## config.mk

```make
export PLATFORM = sky130hd
export DESIGN_NAME = hsv_to_rgb_converter_top
export DESIGN_NICKNAME = d
export VERILOG_FILES = /design/src/rtl/hsv2rgb_pkg.sv /design/src/rtl/hsv_to_rgb_converter_top.sv
export SDC_FILE = /design/constraint.sdc
export NUM_CORES = 1
export LEC_CHECK = 0
export ABC_AREA = 0
export BUFFER_PORTS_ARGS = -buffer_cell sky130_fd_sc_hd__clkbuf_2
export CAP_MARGIN = 15
export CORE_UTILIZATION = 55
export CTS_BUF_LIST = sky130_fd_sc_hd__clkbuf_8 sky130_fd_sc_hd__clkbuf_16
export DETAILED_ROUTE_END_ITERATION = 6
export HOLD_SLACK_MARGIN = 0.06
export PLACE_DENSITY_LB_ADDON = 0.2
export SETUP_SLACK_MARGIN = 0.3
export SYNTH_ARGS = -nofsm -noshare
export SYNTH_HDL_FRONTEND = slang
export SYNTH_SLANG_ARGS = --single-unit
```

## constraint.sdc

```tcl
create_clock -name clk -period 7.9 [get_ports clk]
set_input_delay 1.975 -clock clk [delete_from_list [all_inputs] [get_ports clk]]
set_output_delay 1.975 -clock clk [all_outputs]
set_load 0.1 [all_outputs]
```

## src/rtl/hsv2rgb_pkg.sv

```systemverilog
// shared constants and widths for the hsv to rgb pixel converter
package hsv2rgb_pkg;

  localparam int unsigned HUE_W  = 9;
  localparam int unsigned CH_W   = 8;
  localparam int unsigned FRAC_W = 6;
  localparam int unsigned SEC_W  = 3;

  // hue wraps once at or above a full turn
  localparam logic [HUE_W-1:0] DEG_FULL   = 9'd360;
  localparam logic [HUE_W-1:0] DEG_SECTOR = 9'd60;

  // sector codes, one per 60 degree slice
  localparam logic [SEC_W-1:0] SEC_RED_YEL = 3'd0;
  localparam logic [SEC_W-1:0] SEC_YEL_GRN = 3'd1;
  localparam logic [SEC_W-1:0] SEC_GRN_CYN = 3'd2;
  localparam logic [SEC_W-1:0] SEC_CYN_BLU = 3'd3;
  localparam logic [SEC_W-1:0] SEC_BLU_MAG = 3'd4;
  localparam logic [SEC_W-1:0] SEC_MAG_RED = 3'd5;

  // reciprocal of 15 in 16 fractional bits, rounded up
  localparam logic [12:0] RECIP_15 = 13'd4370;

  typedef logic [CH_W-1:0] chan_t;

endpackage

```

## src/rtl/hsv_to_rgb_converter_top.sv

```systemverilog
// hsv to rgb pixel converter, five stage pipeline
// each pixel is registered in stages 1 to 4 and then in the output register
// throughput: one pixel per clock, limited by nothing but output stalls
// a stall on a presented output freezes every stage together; the input stall follows it
// synchronous active-low reset clears the stage valid bits only, payload is not reset
module hsv_to_rgb_converter_top (
  input  logic                          clk,
  input  logic                          rst_n,
  input  logic                          in_valid,
  output logic                          in_stall,
  input  logic [hsv2rgb_pkg::HUE_W-1:0] in_hue,
  input  logic [hsv2rgb_pkg::CH_W-1:0]  in_saturation,
  input  logic [hsv2rgb_pkg::CH_W-1:0]  in_brightness,
  output logic                          out_valid,
  input  logic                          out_stall,
  output logic [hsv2rgb_pkg::CH_W-1:0]  out_red,
  output logic [hsv2rgb_pkg::CH_W-1:0]  out_green,
  output logic [hsv2rgb_pkg::CH_W-1:0]  out_blue
);
  import hsv2rgb_pkg::*;

  // whole pipe moves when the output register is empty or being taken
  logic advance;
  assign advance  = !out_valid || !out_stall;
  assign in_stall = !advance;

  // ---------------------------------------------------------------
  // stage 1: hue wrap, sector search, remainder, s*v product
  // ---------------------------------------------------------------
  logic [HUE_W-1:0]  hue_wrap;
  logic [SEC_W-1:0]  sector_nxt;
  logic [HUE_W-1:0]  sector_base;
  logic [HUE_W-1:0]  rem_full;

  always_comb begin
    hue_wrap = (in_hue >= DEG_FULL) ? (in_hue - DEG_FULL) : in_hue;
    // compare chain against the sector boundaries
    if (hue_wrap < 9'd60) begin
      sector_nxt  = SEC_RED_YEL;
      sector_base = 9'd0;
    end else if (hue_wrap < 9'd120) begin
      sector_nxt  = SEC_YEL_GRN;
      sector_base = 9'd60;
    end else if (hue_wrap < 9'd180) begin
      sector_nxt  = SEC_GRN_CYN;
      sector_base = 9'd120;
    end else if (hue_wrap < 9'd240) begin
      sector_nxt  = SEC_CYN_BLU;
      sector_base = 9'd180;
    end else if (hue_wrap < 9'd300) begin
      sector_nxt  = SEC_BLU_MAG;
      sector_base = 9'd240;
    end else begin
      sector_nxt  = SEC_MAG_RED;
      sector_base = 9'd300;
    end
    rem_full = hue_wrap - sector_base;
  end

  logic                  s1_valid_r;
  logic [SEC_W-1:0]      s1_sector_r;
  logic [FRAC_W-1:0]     s1_rem_r;
  logic [2*CH_W-1:0]     s1_prod_r;
  chan_t                 s1_bright_r;

  always_ff @(posedge clk) begin
    if (!rst_n) begin
      s1_valid_r <= 1'b0;
    end else if (advance) begin
      s1_valid_r <= in_valid;
    end
  end

  always_ff @(posedge clk) begin
    if (advance) begin
      s1_sector_r <= sector_nxt;
      s1_rem_r    <= rem_full[FRAC_W-1:0];
      s1_prod_r   <= in_saturation * in_brightness;
      s1_bright_r <= in_brightness;
    end
  end

  // ---------------------------------------------------------------
  // stage 2: chroma = product / 255, pick the ramp numerator
  // ---------------------------------------------------------------
  // floor(p/255) = (p + 1 + (p >> 8)) >> 8, exact for any 16-bit product of two bytes
  logic [2*CH_W:0]  div255_sum;
  chan_t            chroma_nxt;
  logic [FRAC_W-1:0] num_nxt;

  always_comb begin
    div255_sum = {1'b0, s1_prod_r} + {{CH_W{1'b0}}, 1'b0, s1_prod_r[2*CH_W-1:CH_W]}
                 + {{2*CH_W{1'b0}}, 1'b1};
    chroma_nxt = div255_sum[2*CH_W-1:CH_W];
    // falling ramp in odd sectors
    num_nxt    = s1_sector_r[0] ? (DEG_SECTOR[FRAC_W-1:0] - s1_rem_r) : s1_rem_r;
  end

  logic              s2_valid_r;
  logic [SEC_W-1:0]  s2_sector_r;
  logic [FRAC_W-1:0] s2_num_r;
  chan_t             s2_chroma_r;
  chan_t             s2_bright_r;

  always_ff @(posedge clk) begin
    if (!rst_n) begin
      s2_valid_r <= 1'b0;
    end else if (advance) begin
      s2_valid_r <= s1_valid_r;
    end
  end

  always_ff @(posedge clk) begin
    if (advance) begin
      s2_sector_r <= s1_sector_r;
      s2_num_r    <= num_nxt;
      s2_chroma_r <= chroma_nxt;
      s2_bright_r <= s1_bright_r;
    end
  end

  // ---------------------------------------------------------------
  // stage 3: chroma * numerator, offset m = v - c
  // ---------------------------------------------------------------
  logic              s3_valid_r;
  logic [SEC_W-1:0]  s3_sector_r;
  logic [CH_W+FRAC_W-1:0] s3_ramp_r;
  chan_t             s3_chroma_r;
  chan_t             s3_offset_r;

  always_ff @(posedge clk) begin
    if (!rst_n) begin
      s3_valid_r <= 1'b0;
    end else if (advance) begin
      s3_valid_r <= s2_valid_r;
    end
  end

  always_ff @(posedge clk) begin
    if (advance) begin
      s3_sector_r <= s2_sector_r;
      s3_ramp_r   <= s2_chroma_r * s2_num_r;
      s3_chroma_r <= s2_chroma_r;
      // chroma never exceeds brightness, so no underflow
      s3_offset_r <= s2_bright_r - s2_chroma_r;
    end
  end

  // ---------------------------------------------------------------
  // stage 4: x = ramp / 60 as (ramp >> 2) / 15 by reciprocal multiply
  // ---------------------------------------------------------------
  // quarter ramp stays below 3826, where the rounded-up reciprocal is exact
  logic [CH_W+FRAC_W-3:0] ramp_q;
  logic [CH_W+FRAC_W+10:0] recip_prod;

  assign ramp_q     = s3_ramp_r[CH_W+FRAC_W-1:2];
  assign recip_prod = ramp_q * RECIP_15;

  logic             s4_valid_r;
  logic [SEC_W-1:0] s4_sector_r;
  chan_t            s4_x_r;
  chan_t            s4_chroma_r;
  chan_t            s4_offset_r;

  always_ff @(posedge clk) begin
    if (!rst_n) begin
      s4_valid_r <= 1'b0;
    end else if (advance) begin
      s4_valid_r <= s3_valid_r;
    end
  end

  always_ff @(posedge clk) begin
    if (advance) begin
      s4_sector_r <= s3_sector_r;
      s4_x_r      <= recip_prod[23:16];
      s4_chroma_r <= s3_chroma_r;
      s4_offset_r <= s3_offset_r;
    end
  end

  // ---------------------------------------------------------------
  // stage 5: place (c, x, 0) by sector and add the offset
  // ---------------------------------------------------------------
  chan_t red_base, green_base, blue_base;

  always_comb begin
    case (s4_sector_r)
      SEC_RED_YEL: begin
        red_base = s4_chroma_r; green_base = s4_x_r;      blue_base = '0;
      end
      SEC_YEL_GRN: begin
        red_base = s4_x_r;      green_base = s4_chroma_r; blue_base = '0;
      end
      SEC_GRN_CYN: begin
        red_base = '0;          green_base = s4_chroma_r; blue_base = s4_x_r;
      end
      SEC_CYN_BLU: begin
        red_base = '0;          green_base = s4_x_r;      blue_base = s4_chroma_r;
      end
      SEC_BLU_MAG: begin
        red_base = s4_x_r;      green_base = '0;          blue_base = s4_chroma_r;
      end
      default: begin
        red_base = s4_chroma_r; green_base = '0;          blue_base = s4_x_r;
      end
    endcase
  end

  logic  out_valid_r;
  chan_t out_red_r, out_green_r, out_blue_r;

  always_ff @(posedge clk) begin
    if (!rst_n) begin
      out_valid_r <= 1'b0;
    end else if (advance) begin
      out_valid_r <= s4_valid_r;
    end
  end

  // sums stay within a byte since c + m equals brightness
  always_ff @(posedge clk) begin
    if (advance) begin
      out_red_r   <= red_base + s4_offset_r;
      out_green_r <= green_base + s4_offset_r;
      out_blue_r  <= blue_base + s4_offset_r;
    end
  end

  assign out_valid = out_valid_r;
  assign out_red   = out_red_r;
  assign out_green = out_green_r;
  assign out_blue  = out_blue_r;

endmodule

```

* Word level (Yosys, flattened, before mapping)
Index checks and enable logic that the tools add are counted.
Word-level totals: logic and storage cells 75, input port bits 29, bits in registers 147, output and inout port bits 26
Cells by class: order comparisons 6, eq/ne operators 4, multiplexer cells 14, reductions and logical operators 13, $add $sub $neg 9, multipliers 3
Operator list (count):
- $pmux 8 s2 | 3
- $mux 6 | 5
- $add 8x8->8 | 3
- $mul 12x12->23 const B | 1
- $lt 9x8->1 const B | 2
- $add 16x1->16 const B | 1
- $add 16x8->16 | 1
- $mul 8x8->16 | 1
- $mul 8x6->14 | 1
- $reduce_or 2->1 | 7
- $ge 9x9->1 const B | 1
- $lt 9x6->1 const B | 1
- $lt 9x7->1 const B | 1
- $lt 9x9->1 const B | 1
- $mux 9 | 1
- $sub 9x9->9 const B | 1
- $sub 8x8->8 | 1
- $eq 3x2->1 const B | 2
- $sub 6x6->6 | 1
- $sub 6x6->6 const A | 1
- $mux 5 | 1
- $mux 2 | 2
- $reduce_or 4->1 | 1
- $eq 3x1->1 const B | 1
- other kinds (5) | 8

* Logic depth before layout (Yosys ltp)
word-level depth 9, mapped depth 18, gate-level depth less buffers 18

* Worst setup path before layout
OpenSTA, ideal clock, no wires.
path kind input to output, from input port out_stall, to output port in_stall, buffers on the path 0, path slack -872 ps, required time 5925 ps, arrival time 6797 ps, stages 2, path through nand2_1 inv_1
On the way: word-level cells in the longest chain between the ends 3
Ends and longest elaborated chain:
- start, declared | RTL line hsv_to_rgb_converter_top.sv:15 | input logic out_stall,
- $logic_not 1->1 | RTL line hsv_to_rgb_converter_top.sv:24 | assign advance = !out_valid || !out_stall;
- $logic_or 1x1->1 | RTL line hsv_to_rgb_converter_top.sv:24
- $logic_not 1->1 | RTL line hsv_to_rgb_converter_top.sv:25 | assign in_stall = !advance;
- end, declared | RTL line hsv_to_rgb_converter_top.sv:10 | output logic in_stall,
Every way passes these cells.

* Worst setup path after layout
from input port in_saturation[1] (netlist bit), to register s1_prod_r[15], data pin
On the way: word-level cells in the longest chain between the ends 1
Ends and longest elaborated chain:
- start, declared | RTL line hsv_to_rgb_converter_top.sv:12 | input logic [hsv2rgb_pkg::CH_W-1:0] in_saturation,
- $mul 8x8->16 | RTL line hsv_to_rgb_converter_top.sv:78 | s1_prod_r <= in_saturation * in_brightness;
- end signal, assigned | RTL line hsv_to_rgb_converter_top.sv:78
- end, declared | RTL line hsv_to_rgb_converter_top.sv:63 | logic [2*CH_W-1:0] s1_prod_r;
Every way passes these cells. A chain may end at the register's enable or synchronous reset.

==> results.env <==
DIE_WIDTH_UM=146.7
POST_SYNTH.CELL_AREA_AVG_UM2=11.10
ROUTEDWLPERCELL_UM=14.12
WORST_R2R_START='s4_sector_r[0]'
TIMING.CLOCK.SKEW_NS=0.008217
FIRSTDRTPASSITERS=5
SYNTH.NET_COUNT=1297
FINAL.PERIOD_UTILIZATION=0.7379
COUNT_OF_DIFFERENT_CELL_MASTERS_AFTER_SYNTHESIS=58
YS_SEQ_ELEMENTS=145
YOSYS_MOST_USED_DFF='edfxtp_1'
FINAL_CELL_MIX='ha_1 (157), inv_1 (151), edfxtp_1 (140)'
SYNTH_COMPOUND_AREA_FRAC=0.1051
WORST_SLEW_MARGIN_REL=0.2794
HOLD_START='s3_chroma_r[6]'
FINAL_CELL_COUNT_NO_FILL=1383
NUMBER_OF_GATES_GIVEN_A_NEW_DRIVE_STRENGTH_AFTER_CTS=0
SYNTH_ENABLE_FLOP_CELLS=140
POST-ROUTE-WORST-SETUP-SLACK_NS=2.071
FINALINSTANCEAREA_UM2=12690
ROUTED_VIA_DENSITY=5.304
SETUP_TNS_NS=0
CTS_CLOCK_PIN_SLEW_FOR_THE_WORST_SETUP_AND_HOLD_PATHS_NS=0.06
ROWS=52
WORST_SETUP_PATH_END_KIND='flip-flop'
HOLD_FIX_BUFFER_COUNT_AFTER_CTS=0
MAXCAPVIOLCOUNT=0
CLOCK_TREE.ROOT_CELL='clkbuf_16'
FP.COREAREA_UM2=20360
RSZ0062_AT_GRT='false'
DRT_DRC=0
FIRST_GLOBAL_VIAS=7476
POST-DP-HPWL_UM=15250
POSTCTSSETUPREPAIRBUFS=0
CTS_TREE='done'
FINAL-MAX-SLEW-VIOLATION-COUNT=0
SYNTH-WARNING-COUNT=0
CTS.SINK_COUNT=145
POST_SYNTH_MUX_AREA_SHARE=0.007928
MOSTFREQUENTLAYOUTCELL='ha_1'
SYN-CELL-AREA_UM2=11520
SYNTHADDERAREAFRAC=0.2974
IOS=55
TRACK_USAGE=0.1982
WORSTSETUPPATHTYPE='in -> reg'
DIEAREA_UM2=21530
MAXIMUM_NUMBER_OF_PINS_ON_ONE_NET_BEFORE_GLOBAL_ROUTE_REPAIR=146
POSTSYNTHCELLCOUNT=1038
WORST_PATH_MOST_REPEATED_CELL='fa_1'
WORST_SETUP_PATH_START_KIND='primary input'
SYNTH-SIMPLE-AREA-SHARE=0.1071
CTS_BUFFERS=17
CRITICAL_PATH_MAXIMUM_FANOUT=8
WORSTSKEWPAIRLATENCY_NS=0.42
ASYNC_RESET_FF_FRAC=0
CRITICAL_PATH_ARRIVAL_NS=5.99
GPL.FINAL_WEIGHTED_CONGESTION=0.8275
CPPEAKSTAGEDELAY_NS=0.54
INITIAL_STANDARD_CELL_UTILIZATION_OF_THE_CORE=0.5657
GRT_PASS1_WL_UM=34160
TIGHTEST_SLEW_NS=1.081
NETS=1359
FLOW.AREA_GROWTH_FROM_SYNTHESIS_PCT=10.19
MET2_WIRELENGTH_UM=10030
TIMING.CRITICAL_PATH.CELLS='clkbuf_2 > and2_1 > fa_1 > fa_1 > inv_1 > fa_1 > fa_1 > inv_1 > ha_1 > o21ai_1 > nand2b_1 > a21o_1 > a31o_2 > and4_1 > o31a_1 > xnor2_1'
IO_BUFFER_COUNT=54
ACHIEVABLE-FREQUENCY_MHz=171.6
OUTCOME='complete, no violations'
HOLD_CLASS='reg -> reg'
FINAL-SETUP-VIOL-COUNT=0
SYNTH-SEQ-AREA-SHARE=0.3736
XOR_XNOR_PORTION_OF_THE_SYNTHESIZED_CELL_AREA=0.05550
H_TREE_LEVELS=4
FINALHOLDVIOLATIONS=0
DIE-HEIGHT_UM=146.7
PLACEDINSTANCEAREA_UM2=12100
ROUTEDLENGTHMET1_UM=8520
DRT-TOTAL-WL_UM=19520
CRIT_SLOWEST_CELL='fa_1'
ANT_NETS=0
ANTENNA_FOUND_INITIAL=0
FIRST_ITER_VIOLATIONS=325
GRT.OVERFLOW.TOTAL=0
TOP_LAYER='met4'
FINALWORSTPATHREQUIREDPERIOD_NS=5.829
ANTENNADIODECOUNT=0
PLACE.DETAILED.INSTANCES=1351
DR_WL_MET3_UM=547
SETUP.WORST_PATH.START='in_saturation[1]'
CLK_PATH_BUF_DEPTH=2
PLACE_WORST_SETUP_SLACK_NS=1.644
CP.REQUIRED_NS=8.06
NUM_VIAS=7335
DRIVE_GT1_FRAC=0.09075
SYNTH_TOP_FAMILY_BY_AREA='adder cells'
## stage by stage
step | utilization | hold WS, ns
floorplan | - | 0.4003
global placement | 0.5942 | 0.4007
detailed placement | 0.5942 | 0.4045
CTS | 0.6234 | 0.4153
global route | 0.6234 | 0.4208
finish | 0.6234 | 0.4141
## state kept, by name, summed over array words and instances (netlist names), 3 cells and up
name         cells
out_blue         8
out_green        8
out_red          8
s1_bright_r      8
s1_prod_r       16
s1_rem_r         6
s1_sector_r      3
s2_bright_r      8
s2_chroma_r      8
s2_num_r         6
s2_sector_r      3
s3_chroma_r      8
s3_offset_r      8
s3_ramp_r       12
s3_sector_r      3
s4_chroma_r      8
s4_offset_r      8
s4_sector_r      3
s4_x_r           8
## metal layers
| metal | vias up | global-route usage |
|---|---|---|
| met5 | - | 0 |
| met4 | 0 | 0.08021 |
| met3 | 26 | 0.02764 |
| met2 | 145 | 0.3536 |
| met1 | 3484 | 0.2411 |
| li1 | 3680 | - |
## cell families after synthesis
family	count (synthesis)
DFF	145
and+or+nand+nor	244
xor gates and xnor gates	73
adders and majority gates	230
AOI/OAI and AO/OA	174
buffers and inverters	163
muxes	9
## cell type report
class | instances | area, µm²
Sequential cell | 145 | 4304
Multi-Input combinational cell | 730 | 6618
Timing Repair Buffer | 54 | 270.3
Fill cell | 1613 | 7670
Clock buffer | 20 | 500.5
Clock inverter | 12 | 93.84
Tap cell | 270 | 337.8
Inverter | 152 | 570.5
## final timing paths
check,slack (ns),endpoint,cells past startpoint
max,2.07,s1_prod_r[15],16
min,0.41,s4_chroma_r[6],0
max reg2reg,3.61,out_blue[7],12
min reg2reg,0.41,s4_chroma_r[6],0
## cell usage after synthesis, drive strengths merged (2+ instances only)
cell type / number / area share
a21boi: 6 / 0.0042
a21o: 16 / 0.010
a21oi: 47 / 0.020
a221oi: 2 / 0.0015
a22o: 21 / 0.016
a22oi: 3 / 0.0020
a31o: 2 / 0.0015
a31oi: 12 / 0.0089
and2: 86 / 0.047
and3: 4 / 0.0022
and4: 2 / 0.0015
buf: 5 / 0.0020
clkbuf: 6 / 0.0020
dfxtp: 5 / 0.0087
edfxtp: 140 / 0.36
fa: 73 / 0.13
ha: 157 / 0.17
inv: 151 / 0.049
mux2i: 8 / 0.0070
nand2: 85 / 0.028
nand2b: 6 / 0.0033
nand3: 7 / 0.0030
nor2: 33 / 0.011
nor2b: 8 / 0.0043
nor3: 7 / 0.0030
o211ai: 4 / 0.0026
o21a: 11 / 0.0072
o21ai: 29 / 0.015
o21bai: 12 / 0.0081
o31ai: 2 / 0.0025
xnor2: 57 / 0.043
xor2: 16 / 0.012
## worst max-delay path, delay by kind of cell
kind / cells / cell delay [ns]
adder cells (fa/ha/maj): 5 / 2.31
XOR/XNOR: 1 / 0.13
AO/OA/AOI/OAI: 4 / 0.85
buffers and inverters: 3 / 0.24
AND/OR/NAND/NOR: 3 / 0.51
Power is not shown: default switching activity piles up to over one toggle a cycle in this logic, so the estimate is an artifact.
